===== src/sbo_pkg.sv =====
// Package for the sphere/box overlap test: shape codes, defaults, queue flags.
package sbo_pkg;

	localparam int COORD_BITS_DEF = 32;
	localparam int QUEUE_DEPTH    = 4;

	localparam logic [1:0] SHAPE_NONE   = 2'd0;
	localparam logic [1:0] SHAPE_SPHERE = 2'd1;
	localparam logic [1:0] SHAPE_BOX    = 2'd2;

	// How the back end settles an item
	typedef struct packed {
		logic use_sq;     // compare sum of squares against rhs squared
		logic fixed_hit;  // result when use_sq is low
	} sbo_flags_t;

	localparam int FLAGS_BITS = $bits(sbo_flags_t);

endpackage


===== src/sbo_channels.sv =====
// Channel interfaces: shape pair items in, hit items out.
interface sbo_pair_if #(
	parameter int COORD_BITS = sbo_pkg::COORD_BITS_DEF
);
	logic                         valid;
	logic                         ready;
	logic [1:0]                   first_shape;
	logic [1:0]                   second_shape;
	logic signed [COORD_BITS-1:0] offset_x;
	logic signed [COORD_BITS-1:0] offset_y;
	logic signed [COORD_BITS-1:0] offset_z;
	logic [COORD_BITS-2:0]        first_extent_x;
	logic [COORD_BITS-2:0]        first_extent_y;
	logic [COORD_BITS-2:0]        first_extent_z;
	logic [COORD_BITS-2:0]        second_extent_x;
	logic [COORD_BITS-2:0]        second_extent_y;
	logic [COORD_BITS-2:0]        second_extent_z;

	modport source (
		output valid, first_shape, second_shape, offset_x, offset_y, offset_z,
		       first_extent_x, first_extent_y, first_extent_z,
		       second_extent_x, second_extent_y, second_extent_z,
		input  ready
	);
	modport sink (
		input  valid, first_shape, second_shape, offset_x, offset_y, offset_z,
		       first_extent_x, first_extent_y, first_extent_z,
		       second_extent_x, second_extent_y, second_extent_z,
		output ready
	);
endinterface



===== src/sbo_front.sv =====
// Front end: takes pair items, works out magnitudes, clamps and the box/box verdict.
module sbo_front #(
	parameter int COORD_BITS = sbo_pkg::COORD_BITS_DEF,
	parameter int QW         = sbo_pkg::FLAGS_BITS + 4 * COORD_BITS
) (
	input  logic          clk,
	input  logic          arst_n,
	sbo_pair_if.sink      pair,
	output logic          push,
	input  logic          push_ready,
	output logic [QW-1:0] push_data
);
	import sbo_pkg::*;

	localparam int C = COORD_BITS;

	logic                 valid_s1;
	logic [1:0]           shape1_s1, shape2_s1;
	logic [2:0][C-1:0]    mag_s1;
	logic [2:0][C-2:0]    e1_s1, e2_s1;

	logic [2:0][C-1:0]    off_c, mag_c;
	logic [2:0][C-2:0]    e1_c, e2_c;
	logic [2:0][C-1:0]    esum, box, res, vals;
	logic [C-2:0]         radius;
	logic [C-1:0]         rhs;
	logic                 bb_ok, first_box, is_ss, is_bb, is_sb;
	sbo_flags_t           flags;

	assign pair.ready = !valid_s1 || push_ready;
	assign push       = valid_s1;

	// Magnitudes; the most negative offset maps onto 2^(C-1) exactly
	always_comb begin
		off_c = {pair.offset_z, pair.offset_y, pair.offset_x};
		e1_c  = {pair.first_extent_z, pair.first_extent_y, pair.first_extent_x};
		e2_c  = {pair.second_extent_z, pair.second_extent_y, pair.second_extent_x};
		for (int i = 0; i < 3; i++) begin
			mag_c[i] = off_c[i][C-1] ? (~off_c[i] + 1'b1) : off_c[i];
		end
	end

	always_ff @(posedge clk or negedge arst_n) begin
		if (!arst_n) begin
			valid_s1 <= 1'b0;
		end else if (pair.ready) begin
			valid_s1 <= pair.valid;
		end
	end

	always_ff @(posedge clk) begin
		if (pair.ready && pair.valid) begin
			shape1_s1 <= pair.first_shape;
			shape2_s1 <= pair.second_shape;
			mag_s1    <= mag_c;
			e1_s1     <= e1_c;
			e2_s1     <= e2_c;
		end
	end

	always_comb begin
		first_box = (shape1_s1 == SHAPE_BOX);
		is_ss = (shape1_s1 == SHAPE_SPHERE) && (shape2_s1 == SHAPE_SPHERE);
		is_bb = (shape1_s1 == SHAPE_BOX) && (shape2_s1 == SHAPE_BOX);
		is_sb = ((shape1_s1 == SHAPE_SPHERE) && (shape2_s1 == SHAPE_BOX)) ||
		        ((shape1_s1 == SHAPE_BOX) && (shape2_s1 == SHAPE_SPHERE));
		radius = first_box ? e2_s1[0] : e1_s1[0];
		bb_ok  = 1'b1;
		for (int i = 0; i < 3; i++) begin
			esum[i] = {1'b0, e1_s1[i]} + {1'b0, e2_s1[i]};
			if (mag_s1[i] > esum[i]) begin
				bb_ok = 1'b0;
			end
			// clamp onto the box with this axis's own extent
			box[i] = first_box ? {1'b0, e1_s1[i]} : {1'b0, e2_s1[i]};
			res[i] = (mag_s1[i] > box[i]) ? (mag_s1[i] - box[i]) : '0;
		end
		vals            = is_ss ? mag_s1 : res;
		rhs             = is_ss ? esum[0] : {1'b0, radius};
		flags.use_sq    = is_ss || is_sb;
		flags.fixed_hit = is_bb && bb_ok;
		push_data       = {flags, rhs, vals};
	end

endmodule


===== src/flat_wrapper.sv =====
// flat-port wrapper written by rule: the top's interface ports become plain ports
module sbo_front_flat import sbo_pkg::*;
#(
	parameter int COORD_BITS = sbo_pkg::COORD_BITS_DEF,
	parameter int QW         = sbo_pkg::FLAGS_BITS + 4 * COORD_BITS
)
  (clk, arst_n, push, push_ready, push_data, pair_valid, pair_first_shape, pair_second_shape, pair_offset_x, pair_offset_y, pair_offset_z, pair_first_extent_x, pair_first_extent_y, pair_first_extent_z, pair_second_extent_x, pair_second_extent_y, pair_second_extent_z, pair_ready);
  sbo_pair_if #(.COORD_BITS(COORD_BITS)) pair_i ();
  input  logic clk;
  input  logic arst_n;
  output logic push;
  input  logic push_ready;
  output logic [QW-1:0] push_data;
  input wire logic [$bits(pair_i.valid)-1:0] pair_valid;
  input wire logic [$bits(pair_i.first_shape)-1:0] pair_first_shape;
  input wire logic [$bits(pair_i.second_shape)-1:0] pair_second_shape;
  input wire logic [$bits(pair_i.offset_x)-1:0] pair_offset_x;
  input wire logic [$bits(pair_i.offset_y)-1:0] pair_offset_y;
  input wire logic [$bits(pair_i.offset_z)-1:0] pair_offset_z;
  input wire logic [$bits(pair_i.first_extent_x)-1:0] pair_first_extent_x;
  input wire logic [$bits(pair_i.first_extent_y)-1:0] pair_first_extent_y;
  input wire logic [$bits(pair_i.first_extent_z)-1:0] pair_first_extent_z;
  input wire logic [$bits(pair_i.second_extent_x)-1:0] pair_second_extent_x;
  input wire logic [$bits(pair_i.second_extent_y)-1:0] pair_second_extent_y;
  input wire logic [$bits(pair_i.second_extent_z)-1:0] pair_second_extent_z;
  output wire logic [$bits(pair_i.ready)-1:0] pair_ready;
  assign pair_i.valid = pair_valid;
  assign pair_i.first_shape = pair_first_shape;
  assign pair_i.second_shape = pair_second_shape;
  assign pair_i.offset_x = pair_offset_x;
  assign pair_i.offset_y = pair_offset_y;
  assign pair_i.offset_z = pair_offset_z;
  assign pair_i.first_extent_x = pair_first_extent_x;
  assign pair_i.first_extent_y = pair_first_extent_y;
  assign pair_i.first_extent_z = pair_first_extent_z;
  assign pair_i.second_extent_x = pair_second_extent_x;
  assign pair_i.second_extent_y = pair_second_extent_y;
  assign pair_i.second_extent_z = pair_second_extent_z;
  assign pair_ready = pair_i.ready;
  sbo_front #(.COORD_BITS(COORD_BITS), .QW(QW)) u_core (.clk(clk), .arst_n(arst_n), .pair(pair_i), .push(push), .push_ready(push_ready), .push_data(push_data));
endmodule

===== config.mk =====
export PLATFORM = sky130hd
export DESIGN_NAME = sbo_front_flat
export DESIGN_NICKNAME = d
export VERILOG_FILES = /design/src/sbo_pkg.sv /design/src/sbo_channels.sv /design/src/sbo_front.sv /design/src/flat_wrapper.sv
export SDC_FILE = /design/constraint.sdc
export NUM_CORES = 1
export LEC_CHECK = 0
export ABC_AREA = 1
export BUFFER_PORTS_ARGS = -buffer_cell sky130_fd_sc_hd__buf_4
export CAP_MARGIN = 20
export CORE_MARGIN = 3
export CORE_UTILIZATION = 45
export DETAILED_ROUTE_END_ITERATION = 6
export GPL_ROUTABILITY_DRIVEN = 1
export HOLD_SLACK_MARGIN = 0.06
export PLACE_DENSITY = 0.65
export SYNTH_ARGS = -nofsm -noshare
export SYNTH_HDL_FRONTEND = slang
export SYNTH_SLANG_ARGS = --single-unit

===== constraint.sdc =====
create_clock -name clk -period 19.7 [get_ports clk]
set_input_delay 2.955 -clock clk [delete_from_list [all_inputs] [get_ports clk]]
set_output_delay 2.955 -clock clk [all_outputs]
set_load 0.05 [all_outputs]

==> summary.md <==
| Metric | Value |
|---|---|
| Post-DRT Antenna Nets | 0 |
| Worst setup margin | 11.51 ns |
| Fin crit share | 41.6% |
| RSZ-0062 raised after global routing | no |
| DR pass1 iterations | 6 |
| Crit Path Class | reg2out |
| Worst r2r dst | u_core.e1_s1[29] |
| Final TNS setup | 0 ns |
| Internal power | ~0.0015 W |
| Register area share after synthesis | between 20% and 30% |
| CTS tree | done |
| Post-cts sizing count | 0 |
| FP Rows | 93 |
| Outcome | complete, no violations |
| Clk root buf | clkbuf_16 |
| Post-synth EDFFs | roughly 290 |
| Htree depth | 2 |
| Cell depth of the worst setup path | 15 |
| Total gr overflow | 0 |
| Actual slew at the worst max-slew pin | 1.03 ns |
| Crit path capture | push_data[94] |
| Layout Utilization | 53.8% |
| Max Cap Viol | 0 |
| Initial antenna violation count | 0 |
| Worst Path Required | 16.75 ns |
| Drc violations | 0 |
| FF-to-FF path depth | 3 |
| Pwr/cell area | ~74 mW/mm² |
| CP Launch Type | flip-flop |
| Synth Area per Inst | between 6 and 7 µm² |
| Later-pin clock latency in the skew report | 0.56 ns |
| Total CTS buffers | 35 |
| Reg2reg start | u_core.push |
| Crit path max fanout | between 50 and 60 |
| Post-Syn Area | approximately 0.03 mm² |
| CTS Buffer Depth | 3 |
| Crit-path cells | nor2_4, buf_4, mux2i_1, ha_1, nand2_1, nor2_1, nand2_1, nor2_1, nand2_1, nand2_2, nand3_2, inv_1, nand2_1, nand2_1, buf_4 |
| Final nets | around 5400 |
| Gr usage total | around 30% |
| Vias in the first global route | around 28000 |
| 1st-iter DRT viols | 2385 |
| Total Wirelength | 109000 µm |
| Yosys cell types | 43 |
| Worst Setup SP | u_core.shape1_s1[0] |
| Die Ht | roughly 260 µm |
| Clk sinks | approximately 290 |
| # diodes | 0 |
| Die Wd | about 260 µm |
| I/O pin cnt | roughly 420 |
| Sw Pwr | about 0.0011 W |
| Worst slack at placement | approximately 12 ns |
| Vias | between 20000 and 30000 |
| Port bufs | approximately 420 |
| Largest net degree at the start of global routing | approximately 140 |
| Synthesized Nets | 4960 |
| Comb pwr share | between 40 and 50% |
| Area Overhead vs Synth | 17.5% |
| Worst path slowest cell | nand3_2 |
| Max-slew headroom | 31.6% |
| Post-Syn Instances | around 4400 |
| Routed len/inst | approximately 19 µm |
| Fmax achieved | around 120 MHz |
| Sequential share of power | ~30% |
| Peak supply drop | ~0.064 mV |
| Slowest cell delay on critical path | ~0.76 ns |
| Design Area, Final | 0.0349 mm² |
| LEAKAGE | 17.7 nW |
| Register bit total from synthesis | 287 |
| Worst R2R Setup Slack | approximately 17 ns |
| Critical path's most frequent cell | nand2_1 |
| Detailed placement HPWL | a little over 90000 µm |
| Die area | between 0.06 and 0.07 mm² |
| Slew Viols, Final | 0 |
| Clock share of power | 25.4% |
| Buffers & Inverters on Critical Path | 3 |
| Async set-reset flop share out of synthesis | less than 1% |
| Core outline area | 0.0648 mm² |
| Vias per cell | 5.27 |
| First-pass GRT wire length | ~160000 µm |
| Crit path DAT | roughly 5.2 ns |
| Final Hold Fails | 0 |
| Worst Skew | roughly 0.018 ns |
| CP Capture Type | primary output |
| Sw frac | between 40% and 50% |
| Fin crit period | just over 8 ns |
| Initial Utilization | 45.8% |
| Clock-pin slew on the worst setup and hold paths | 0.07 ns |
| Area after DPL | 0.0337 mm² |
| Layout cell share with drive strength beyond 1 | between 10% and 20% |
| Hold_ws | 0.613 ns |
| Post-CTS Setup Bufs | 0 |
| Top FF cell, synth | edfxtp_1 |
| Setup Viol. Count Final | 0 |
| Min-delay worst type | reg2reg |
| GP Congestion | around 1.0 |
| CTS Hold Buffers Added | 0 |
| Warning count from the yosys run | 0 |
| Delay-heaviest family, CP | simple AND/OR/NAND/NOR gates |
-- cell usage after synthesis, types with 2 or more instances --
cell type / count / area [µm²]
o21ai_1: 2 / 10.0
buf_6: 6 / 67.6
a21o_1: 8 / 60.1
nor2_2: 4 / 25.0
nand2_2: 12 / 75.1
buf_1: 5 / 18.8
xor2_1: 69 / 604
or2_2: 7 / 43.8
a31oi_1: 6 / 37.5
nand2_1: 1567 / 5880
inv_2: 3 / 11.3
o21a_1: 20 / 150
nand3_1: 179 / 896
xnor2_1: 94 / 823
nor2_1: 351 / 1320
buf_2: 14 / 70.1
o21bai_1: 15 / 113
o21ai_2: 48 / 420
nor2_4: 3 / 33.8
inv_1: 672 / 2520
a21oi_1: 221 / 1110
nand3_2: 3 / 30.0
clkbuf_1: 33 / 124
edfxtp_1: 286 / 8590
nor3_2: 2 / 20.0
o211ai_1: 30 / 225
o21ai_0: 182 / 911
ha_1: 285 / 3570
o311ai_0: 2 / 17.5
fa_1: 6 / 120
and2_1: 20 / 125
nand3b_1: 44 / 330
nor4_1: 10 / 62.6
nor3_1: 46 / 230
mux2i_1: 58 / 581
nand4_1: 57 / 357
a21boi_0: 3 / 22.5
-- final cells by class --
cell class | count | area [µm²]
Timing Repair Buffer | 430 | 3240
Sequential cell | 287 | 8610
Clock buffer | 40 | 895
Tap cell | 855 | 1070
Inverter | 675 | 2540
Clock inverter | 24 | 255
Fill cell | 6532 | 29900
Multi-Input combinational cell | 3359 | 18300
-- flip-flops by register name (all words and copies together), names as in the netlist --
register,count
u_core.shape2_s1,2
u_core.e2_s1,93
u_core.e1_s1,93
u_core.push,1
u_core.mag_s1,96
u_core.shape1_s1,2
-- cell families after synthesis --
logic type / share of synthesized area [%]
mux: 1.96
buf+inv: 9.48
compound gates: 10.5
flops: 29.0
xor+xnor: 4.81
fa+ha+maj: 12.4
simple gates: 31.8
-- layout by cell type, fill, tap and decap left out, types with 8 or more instances in the layout --
| cell | n |
|---|---|
| a21o_1 | 8 |
| a21oi_1 | 220 |
| and2_1 | 20 |
| buf_4 | 429 |
| clkbuf_16 | 35 |
| edfxtp_1 | 286 |
| ha_1 | 285 |
| inv_1 | 671 |
| inv_6 | 8 |
| mux2i_1 | 58 |
| nand2_1 | 1566 |
| nand2_2 | 13 |
| nand3_1 | 179 |
| nand3b_1 | 44 |
| nand4_1 | 57 |
| nor2_1 | 350 |
| nor3_1 | 46 |
| nor4_1 | 10 |
| o211ai_1 | 30 |
| o21a_1 | 20 |
| o21ai_0 | 182 |
| o21ai_2 | 48 |
| o21bai_1 | 15 |
| xnor2_1 | 94 |
| xor2_1 | 69 |
-- worst min-delay path by stage --
stage	start	endpoint	cells after the start
6_report	u_core.push	u_core.push	2
5_1_grt	u_core.push	u_core.push	2
4_1_cts	u_core.push	u_core.push	2
3_5_place_dp	u_core.push	u_core.push	2
3_3_place_gp	u_core.push	u_core.push	2
2_1_floorplan	u_core.push	u_core.push	2
-- worst min-delay path: stages, from the launching register on --
cell     delay (ns)
dfrtp_1        0.42
nand2_1        0.10
nand2_1        0.06
-- through the flow --
step	cells	power (W)
3_5_place_dp	5606	0.00193
5_1_grt	5670	0.00274
4_1_cts	5670	0.00260
3_3_place_gp	5606	0.00193
2_1_floorplan	4379	0.00157
6_report	5670	0.00259
-- metal layers --
metal  track usage (%)  routed length, µm
met1              40.6              47800
met5                 0                  0
met2              51.7              50900
met4              9.69               3860
met3              3.37               6380
-- power groups by stage --
stage               logic (W)  clock network, W  registers (W)
finish                0.00117          0.000658       0.000766
global route          0.00127          0.000698       0.000767
CTS                   0.00116          0.000675       0.000764
detailed placement    0.00116                 0       0.000777
global placement      0.00115                 0       0.000777
floorplan            0.000794                 0       0.000771
No activity file was read; power rests on OpenSTA's default activity.
